===== src/hw/rtl/swmr_pkg.sv =====
// Shared constants and types for the sliding-window minimum row filter.
`timescale 1ns / 1ps

package swmr_pkg;

   // Widths of the item fields.
   localparam int SAMPLE_W    = 16;
   localparam int POSITION_W  = 12;
   localparam int WIDTH_REG_W = 6;

   // Defaults for the top-level parameters.
   localparam int DEFAULT_MAX_WINDOW = 32;
   localparam int DEFAULT_MAX_ROW    = 4096;

   // Window width after reset.
   localparam logic [WIDTH_REG_W-1:0] RESET_WINDOW_WIDTH = WIDTH_REG_W'(2);

   // Register port geometry.
   localparam int CSR_ADDR_W = 3;
   localparam int CSR_DATA_W = 32;

   // Operation broadcast to every cell of the candidate queue.
   typedef struct packed {
      logic                push;
      logic                retire;
      logic                clear;
      logic [SAMPLE_W-1:0] sample;
   } queue_op_type;

endpackage


===== src/hw/rtl/swmr_queue_cell.sv =====
// One cell of the monotonic candidate queue.
`timescale 1ns / 1ps

module swmr_queue_cell
   import swmr_pkg::*;
(
   input  logic                clock,
   input  logic                reset,
   input  queue_op_type        op,
   input  logic                prev_kept,
   input  logic [SAMPLE_W-1:0] next_value,
   input  logic                next_occupied,
   output logic [SAMPLE_W-1:0] value,
   output logic                occupied,
   output logic                kept
);

   logic [SAMPLE_W-1:0] value_ff;
   logic [SAMPLE_W-1:0] value_in;
   logic                occupied_ff;
   logic                occupied_in;

   // A candidate survives a push unless the new sample is strictly smaller.
   assign kept = occupied_ff && !(op.sample < value_ff);

   // Next contents: the first cell that is not kept takes the new sample,
   // the cells behind it empty; a retire shifts the row one place forward.
   always_comb begin
      value_in    = value_ff;
      occupied_in = occupied_ff;
      if (op.clear) begin
         occupied_in = 1'b0;
      end else if (op.push) begin
         if (!kept) begin
            if (prev_kept) begin
               value_in    = op.sample;
               occupied_in = 1'b1;
            end else begin
               occupied_in = 1'b0;
            end
         end
      end else if (op.retire) begin
         value_in    = next_value;
         occupied_in = next_occupied;
      end
   end

   always_ff @(posedge clock) begin
      if (reset) begin
         occupied_ff <= 1'b0;
      end else begin
         occupied_ff <= occupied_in;
      end
   end

   always_ff @(posedge clock) begin
      value_ff <= value_in;
   end

   assign value    = value_ff;
   assign occupied = occupied_ff;

endmodule


===== src/hw/rtl/swmr_queue_row.sv =====
// Row of queue cells holding the candidate minima, oldest at the front.
`timescale 1ns / 1ps

module swmr_queue_row
   import swmr_pkg::*;
#(
   parameter int DEPTH = DEFAULT_MAX_WINDOW
)
(
   input  logic                clock,
   input  logic                reset,
   input  queue_op_type        op,
   output logic [SAMPLE_W-1:0] front_value,
   output logic                front_occupied
);

   logic [SAMPLE_W-1:0] cell_value [DEPTH];
   logic                cell_occupied [DEPTH];
   logic                cell_kept [DEPTH];

   // Each cell looks at its left neighbour for the push and at its right
   // neighbour for the retire shift.
   for (genvar i = 0; i < DEPTH; i++) begin : g_cell
      logic                prev_kept;
      logic [SAMPLE_W-1:0] next_value;
      logic                next_occupied;

      if (i == 0) begin : g_first
         assign prev_kept = 1'b1;
      end else begin : g_inner
         assign prev_kept = cell_kept[i-1];
      end

      if (i == DEPTH - 1) begin : g_last
         assign next_value    = '0;
         assign next_occupied = 1'b0;
      end else begin : g_body
         assign next_value    = cell_value[i+1];
         assign next_occupied = cell_occupied[i+1];
      end

      swmr_queue_cell u_cell (
         .clock         (clock),
         .reset         (reset),
         .op            (op),
         .prev_kept     (prev_kept),
         .next_value    (next_value),
         .next_occupied (next_occupied),
         .value         (cell_value[i]),
         .occupied      (cell_occupied[i]),
         .kept          (cell_kept[i])
      );
   end

   // An empty queue reads as zero.
   assign front_occupied = cell_occupied[0];
   assign front_value    = cell_occupied[0] ? cell_value[0] : '0;

endmodule


===== src/hw/rtl/swmr_line_buffer.sv =====
// Shift line of the most recent samples, newest at tap 0, with one read tap.
`timescale 1ns / 1ps

module swmr_line_buffer
   import swmr_pkg::*;
#(
   parameter int DEPTH = DEFAULT_MAX_WINDOW
)
(
   input  logic                     clock,
   input  logic                     shift_en,
   input  logic [SAMPLE_W-1:0]      din,
   input  logic [$clog2(DEPTH)-1:0] tap_sel,
   output logic [SAMPLE_W-1:0]      tap_data
);

   logic [SAMPLE_W-1:0] taps_ff [DEPTH];

   // Every accepted sample moves the line one place along.
   always_ff @(posedge clock) begin
      if (shift_en) begin
         taps_ff[0] <= din;
         for (int i = 1; i < DEPTH; i++) begin
            taps_ff[i] <= taps_ff[i-1];
         end
      end
   end

   assign tap_data = taps_ff[tap_sel];

endmodule


===== src/hw/rtl/sliding_window_min_row_filter.sv =====
// Top level of the sliding-window minimum row filter.
//
// Samples of one row enter on the req_ channel, one per item, with
// req_row_end set on the last sample of the row. Result x of a row is the
// minimum of samples x to x+w-1 and leaves on the rsp_ channel with its
// column; near the row end the windows shrink and the row-end sample
// flushes all pending results, the last one flagged rsp_last_of_row.
// The window width w is set through the csr_ register port, by the user
// only while idle; the block does not enforce this. An item that completes
// k windows holds req_stall while its k results issue, one result per
// cycle while the output register is free, set by the single retire per
// cycle in the candidate queue cells and the one output register. While
// rsp_stall is high the output register holds and the result loop waits;
// a new item may be taken while a result still waits. Reset empties the
// queue, zeroes the row counters and sets w to 2; the sample line is not
// cleared and no clearing pass is needed.
`timescale 1ns / 1ps

module sliding_window_min_row_filter
   import swmr_pkg::*;
#(
   parameter int MAX_WINDOW = DEFAULT_MAX_WINDOW,
   parameter int MAX_ROW    = DEFAULT_MAX_ROW
)
(
   input  logic                  clock,
   input  logic                  reset,
   // Input channel.
   input  logic                  req_valid,
   output logic                  req_stall,
   input  logic [SAMPLE_W-1:0]   req_sample,
   input  logic                  req_row_end,
   // Result channel.
   output logic                  rsp_valid,
   input  logic                  rsp_stall,
   output logic [SAMPLE_W-1:0]   rsp_window_min,
   output logic [POSITION_W-1:0] rsp_position,
   output logic                  rsp_last_of_row,
   // Register port.
   input  logic                  csr_psel,
   input  logic                  csr_penable,
   input  logic                  csr_pwrite,
   input  logic [CSR_ADDR_W-1:0] csr_paddr,
   input  logic [CSR_DATA_W-1:0] csr_pwdata,
   output logic [CSR_DATA_W-1:0] csr_prdata,
   output logic                  csr_pready
);

   localparam int LAG_W = $clog2(MAX_WINDOW + 1);
   localparam int TAP_W = $clog2(MAX_WINDOW);
   localparam int ROW_W = $clog2(MAX_ROW);

   localparam logic REG_WINDOW_WIDTH = 1'b0;

   typedef enum logic [0:0] {
      ST_IDLE,
      ST_EMIT
   } state_type;

   state_type             state_ff;
   state_type             state_in;
   logic [LAG_W-1:0]      pending_ff;
   logic [LAG_W-1:0]      pending_in;
   logic [ROW_W-1:0]      out_idx_ff;
   logic [ROW_W-1:0]      out_idx_in;
   logic                  row_end_ff;
   logic                  row_end_in;
   logic                  rsp_valid_ff;
   logic                  rsp_valid_in;
   logic [SAMPLE_W-1:0]   rsp_min_ff;
   logic [SAMPLE_W-1:0]   rsp_min_in;
   logic [POSITION_W-1:0] rsp_pos_ff;
   logic [POSITION_W-1:0] rsp_pos_in;
   logic                  rsp_last_ff;
   logic                  rsp_last_in;
   logic [WIDTH_REG_W-1:0] width_ff;

   logic                  accept;
   logic                  fire;
   logic                  csr_write;
   logic [WIDTH_REG_W:0]  width_ext;
   logic [LAG_W-1:0]      eff_width;
   logic [LAG_W-1:0]      lag_after_push;
   logic [LAG_W-1:0]      lag_after_emit;
   logic                  last_result;
   logic [SAMPLE_W-1:0]   front_value;
   logic                  front_occupied;
   logic [SAMPLE_W-1:0]   leaving_sample;
   logic [ROW_W+POSITION_W-1:0] idx_wide;
   queue_op_type          queue_op;

   // Register port: a single window width register, always ready.
   assign csr_pready = 1'b1;
   assign csr_write  = csr_psel && csr_penable && csr_pwrite;
   assign csr_prdata = (csr_paddr[CSR_ADDR_W-1] == REG_WINDOW_WIDTH) ?
                       CSR_DATA_W'(width_ff) : '0;

   always_ff @(posedge clock) begin
      if (reset) begin
         width_ff <= RESET_WINDOW_WIDTH;
      end else if (csr_write && csr_paddr[CSR_ADDR_W-1] == REG_WINDOW_WIDTH) begin
         width_ff <= csr_pwdata[WIDTH_REG_W-1:0];
      end
   end

   // Effective width: zero acts as one, anything above the limit is clamped.
   assign width_ext = {1'b0, width_ff};
   always_comb begin
      if (width_ff == '0) begin
         eff_width = LAG_W'(1);
      end else if (width_ext > (WIDTH_REG_W + 1)'(MAX_WINDOW)) begin
         eff_width = LAG_W'(MAX_WINDOW);
      end else begin
         eff_width = LAG_W'(width_ext);
      end
   end

   // Handshake of both channels.
   assign req_stall = (state_ff == ST_EMIT);
   assign accept    = req_valid && !req_stall;
   assign fire      = (state_ff == ST_EMIT) && (!rsp_valid_ff || !rsp_stall);

   assign lag_after_push = pending_ff + LAG_W'(1);
   assign lag_after_emit = pending_ff - LAG_W'(1);
   assign last_result    = row_end_ff && (pending_ff == LAG_W'(1));

   // Queue operation: push on an accepted item, retire the front when the
   // sample leaving the window matches it, clear after the row flush.
   always_comb begin
      queue_op.push   = accept;
      queue_op.retire = fire && front_occupied && (front_value == leaving_sample);
      queue_op.clear  = fire && last_result;
      queue_op.sample = req_sample;
   end

   swmr_queue_row #(
      .DEPTH (MAX_WINDOW)
   ) u_queue (
      .clock          (clock),
      .reset          (reset),
      .op             (queue_op),
      .front_value    (front_value),
      .front_occupied (front_occupied)
   );

   swmr_line_buffer #(
      .DEPTH (MAX_WINDOW)
   ) u_line (
      .clock    (clock),
      .shift_en (accept),
      .din      (req_sample),
      .tap_sel  (TAP_W'(lag_after_emit)),
      .tap_data (leaving_sample)
   );

   assign idx_wide = (ROW_W + POSITION_W)'(out_idx_ff);

   // Sequencer: take an item, then, while the output register is free, issue
   // one result per cycle while a window is complete or the row is flushed.
   always_comb begin
      state_in     = state_ff;
      pending_in   = pending_ff;
      out_idx_in   = out_idx_ff;
      row_end_in   = row_end_ff;
      rsp_valid_in = rsp_valid_ff && rsp_stall;
      rsp_min_in   = rsp_min_ff;
      rsp_pos_in   = rsp_pos_ff;
      rsp_last_in  = rsp_last_ff;
      case (state_ff)
         ST_IDLE: begin
            if (accept) begin
               pending_in = lag_after_push;
               row_end_in = req_row_end;
               if (req_row_end || lag_after_push >= eff_width) begin
                  state_in = ST_EMIT;
               end
            end
         end
         ST_EMIT: begin
            if (fire) begin
               rsp_valid_in = 1'b1;
               rsp_min_in   = front_value;
               rsp_pos_in   = idx_wide[POSITION_W-1:0];
               rsp_last_in  = last_result;
               pending_in   = lag_after_emit;
               if (out_idx_ff == ROW_W'(MAX_ROW - 1)) begin
                  out_idx_in = '0;
               end else begin
                  out_idx_in = out_idx_ff + ROW_W'(1);
               end
               if (lag_after_emit == '0 ||
                   (!row_end_ff && lag_after_emit < eff_width)) begin
                  state_in = ST_IDLE;
               end
               if (last_result) begin
                  pending_in = '0;
                  out_idx_in = '0;
               end
            end
         end
         default: begin
            state_in = ST_IDLE;
         end
      endcase
   end

   always_ff @(posedge clock) begin
      if (reset) begin
         state_ff     <= ST_IDLE;
         pending_ff   <= '0;
         out_idx_ff   <= '0;
         row_end_ff   <= 1'b0;
         rsp_valid_ff <= 1'b0;
      end else begin
         state_ff     <= state_in;
         pending_ff   <= pending_in;
         out_idx_ff   <= out_idx_in;
         row_end_ff   <= row_end_in;
         rsp_valid_ff <= rsp_valid_in;
      end
      rsp_min_ff  <= rsp_min_in;
      rsp_pos_ff  <= rsp_pos_in;
      rsp_last_ff <= rsp_last_in;
   end

   assign rsp_valid       = rsp_valid_ff;
   assign rsp_window_min  = rsp_min_ff;
   assign rsp_position    = rsp_pos_ff;
   assign rsp_last_of_row = rsp_last_ff;

`ifndef SYNTHESIS
   // The pending count never exceeds the line length.
   a_pending_bound : assert property (@(posedge clock) disable iff (reset)
      pending_ff <= LAG_W'(MAX_WINDOW))
      else $error("pending count beyond window limit");

   // A result is only issued from a non-empty window.
   a_fire_pending : assert property (@(posedge clock) disable iff (reset)
      fire |-> pending_ff != '0)
      else $error("result issued with nothing pending");

   // The candidate queue holds the window minimum whenever a result leaves.
   a_fire_queue : assert property (@(posedge clock) disable iff (reset)
      fire |-> front_occupied)
      else $error("result issued from an empty queue");

   // After the final result of a row the block is idle with counters cleared.
   a_row_flush : assert property (@(posedge clock) disable iff (reset)
      fire && last_result |=> state_ff == ST_IDLE && pending_ff == '0 &&
                              out_idx_ff == '0 && !front_occupied)
      else $error("row flush left state behind");
`endif

endmodule


===== config.mk =====
export PLATFORM = sky130hd
export DESIGN_NAME = sliding_window_min_row_filter
export DESIGN_NICKNAME = d
export VERILOG_FILES = /design/src/hw/rtl/swmr_pkg.sv /design/src/hw/rtl/swmr_queue_cell.sv /design/src/hw/rtl/swmr_queue_row.sv /design/src/hw/rtl/swmr_line_buffer.sv /design/src/hw/rtl/sliding_window_min_row_filter.sv
export SDC_FILE = /design/constraint.sdc
export NUM_CORES = 2
export LEC_CHECK = 0
export BUFFER_PORTS_ARGS = -buffer_cell sky130_fd_sc_hd__buf_2
export CAP_MARGIN = 20
export CORE_MARGIN = 5
export CORE_UTILIZATION = 55
export CTS_CLUSTER_SIZE = 24
export DETAILED_ROUTE_END_ITERATION = 10
export MAX_ROUTING_LAYER = met4
export PLACE_DENSITY_LB_ADDON = 0.1
export SLEW_MARGIN = 0
export SYNTH_ARGS = -nofsm -noshare
export SYNTH_HDL_FRONTEND = slang
export SYNTH_SLANG_ARGS = --single-unit

===== constraint.sdc =====
create_clock -name clock -period 27 [get_ports clock]
set_input_delay 4.05 -clock clock [delete_from_list [all_inputs] [get_ports clock]]
set_output_delay 4.05 -clock clock [all_outputs]
set_load 0.05 [all_outputs]

==> run summary <==
Mapped Cells: 4275
detailed-route DRC error count: 0
Max Cap Violations: 0
P per Cell Area: 96.8 nW/µm²
die area: 107000 µm²
post-cts resize count: 0
fmax: 116 MHz
synthesized flop and latch total: 1112
clk_lat worst skew: 0.71 ns
Startpoint Class: input port
most common cell after layout, fill and taps aside: edfxtp_1
Comb power frac: 30.7%
IO Pins: 123
DP HPWL: 81600 µm
Period minus WS final: 8.62 ns
Multi-input gate area: 19600 µm²
Worst R2R End: u_queue.g_cell[13].u_cell.value[10]$_DFFE_PP_
async set or reset register ratio after synthesis: 0%
met2 GRT Util: 39.0%
Post-synth EDFFs: 1053
GRT busiest layer: met2
initial antenna violation count: 1
first-pass GRT wire length: 201000 µm
largest cells by area after synthesis: edfxtp_1 57%, ha_1 11%, mux4_2 5.3%
clock power share: 26.5%
Distinct cells, synth: 81
Congestion Overflow GR: 0
input/output buffers: 67
peak supply drop: 0.0000758 V
FF-to-FF Start: pending_ff[0]$_SDFFE_PP0P_
grt met1 use: 34.8%
period utilisation layout: 31.9%
Fin Hold WS: 0.431 ns
Max FO, Critical Path: 7
Cell Rows: 116
share of the synthesized area in the top cell type: 57.3%
Sink Count: 1112
Ys Warns: 0
Fin Setup TNS: 0 ns
Vias: 34199
TritonCTS clock tree: built
post-synth top area cell: edfxtp_1
Fillers: 7755
Hold Crit Class: reg2reg
largest net degree at the start of global routing: 121
nets: 4931
Reg area: 32800 µm²
initial detailed-routing violation count: 2738
switching share of power: 33.5%
hold wc startpoint: u_line.taps_ff[22][13]$_DFFE_PP_
status: complete, no violations
post-CTS setup buffers: 0
vias per cell: 5.92
sequential share of the synthesized area: 59.4%
flop2flop setup slack: 19.25 ns
RSZ-0062 raised after global routing: no
share of cells above drive strength 1: 11.5%
Initial Util: 55.3%
Max-slew headroom: 29.3%
Net Switching: 1.97 mW
WL per Instance: 22.6 µm
CP Capture Type: primary output
worst hold path depth: 0
kind of critical path: in2out
Detailed Route WL: 131000 µm
All-Layer GR Usage: 25.0%
core footprint: 99900 µm²
ys flop type: edfxtp_1
clock buffer depth: 3
Seq pwr share: 42.8%
CTS H-Tree Depth: 3
routability-driven placement congestion ratio: 0.853
Clock Tree Root: clkbuf_16
fin. max-slew vios: 0
reg2reg path depth: 15
crit path DAT: 4.57 ns
Layout area overhead: 10.2%
Hold Crit Endpoint: u_line.taps_ff[23][13]$_DFFE_PP_
Post-CTS Hold Buffers: 0
leakage: 25.0 nW
vias in the first global route: 34094
internal power: 3.92 mW
syn_area_per_cell: 12.9 µm²
clock buffer count from CTS: 119
GR Util met3: 3.18%
Worst-path clk slew: 0.06 ns
Final ANT Viol Nets: 0
worst-margin pin slew: 1.06 ns
WP data required: 22.95 ns
final hold viol count: 0
Die X: 327 µm
drt pass-1 iters: 5
Die Y: 327 µm
Final setup viols: 0
Layout Skew: 0.0265 ns
mapped cell area: 55200 µm²
most frequent cells in the layout: 1053 x edfxtp_1, 548 x o21ai_0, 528 x inv_1
==> cells in the mapped netlist, drive strengths merged (46+ instances only) <==
| master | number |
|---|---|
| ha | 496 |
| o21ai | 553 |
| nand3 | 49 |
| mux4 | 130 |
| nor2 | 140 |
| a21o | 188 |
| nand2 | 245 |
| edfxtp | 1053 |
| a21oi | 133 |
| clkbuf | 129 |
| buf | 86 |
| inv | 531 |
| dfxtp | 59 |
| nand2b | 46 |
==> power by group through the flow <==
| stage | combinational, mW | clock (mW) | sequential, mW |
|---|---|---|---|
| 3_5_place_dp | 1.82 | 0 | 2.55 |
| 4_1_cts | 1.83 | 1.60 | 2.52 |
| 3_3_place_gp | 1.79 | 0 | 2.54 |
| 5_1_grt | 1.99 | 1.67 | 2.55 |
| 2_1_floorplan | 1.24 | 0 | 2.63 |
| 6_report | 1.81 | 1.56 | 2.52 |
==> cell type report <==
class / count / share of cell area [%]
Multi-Input combinational cell: 2441 / 32.2
Tap cell: 1298 / 2.67
Clock buffer: 174 / 5.47
Inverter: 532 / 3.29
Antenna cell: 2 / 0.00823
Timing Repair Buffer: 170 / 1.86
Clock inverter: 49 / 0.621
Sequential cell: 1112 / 53.9
==> through the flow <==
step | utilization [%] | worst slack [ns] | total power, mW | instance area (µm²) | cells
floorplan | - | 6.96 | 3.88 | 55300 | 4300
global placement | 57.1 | 18.39 | 4.33 | 57100 | 5546
detailed placement | 57.2 | 18.36 | 4.37 | 57100 | 5549
CTS | 60.9 | 18.39 | 5.95 | 60800 | 5772
global route | 60.9 | 18.33 | 6.22 | 60800 | 5777
finish | 60.9 | 18.38 | 5.89 | 60800 | 5778
==> how the worst max path moves through the flow <==
stage	endpoint	cells past startpoint	slack (ns)	startpoint
3_5_place_dp	u_line.taps_ff[15][12]$_DFFE_PP_	7	18.36	req_valid
3_3_place_gp	csr_prdata[1]	3	18.39	csr_paddr[2]
5_1_grt	csr_prdata[0]	3	18.33	csr_paddr[2]
2_1_floorplan	u_queue.g_cell[1].u_cell.value[1]$_DFFE_PP_	6	6.96	req_valid
6_report	csr_prdata[1]	3	18.38	csr_paddr[2]
4_1_cts	csr_prdata[1]	3	18.39	csr_paddr[2]
==> metal layers <==
layer | wire length [µm] | part of all wire [%]
met4 | 4200 | 3.2
met1 | 59100 | 45
met3 | 6890 | 5.3
met2 | 60400 | 46
met5 | 0 | 0
==> cell families (layout without fill, tap and decap cells) <==
family,Yosys count,in the layout,share of synthesized area (%)
AO/OA/AOI/OAI,1095,1095,12.2
XOR/XNOR,33,33,0.524
adder cells (fa/ha/maj),496,496,11.2
buffers and inverters,747,925,5.44
flip-flops,1112,1112,59.4
multiplexers,143,143,5.55
other,2,29,0.0136
AND/OR/NAND/NOR,647,647,5.63
==> critical path, stage by stage <==
cell	delay, ns
buf_2	0.14
nor2b_1	0.11
buf_2	0.27
==> state kept, by name, indices dropped and copies added, names as in the netlist <==
| signal | count |
|---|---|
| out_idx_ff | 12 |
| req_stall | 1 |
| rsp_position | 12 |
| rsp_last_of_row | 1 |
| u_queue.g_cell.u_cell.occupied | 32 |
| u_line.taps_ff | 512 |
| pending_ff | 6 |
| u_queue.g_cell.u_cell.value | 512 |
| rsp_window_min | 16 |
| row_end_ff | 1 |
| width_ff | 6 |
| rsp_valid | 1 |
No activity file was read; power rests on OpenSTA's default activity.
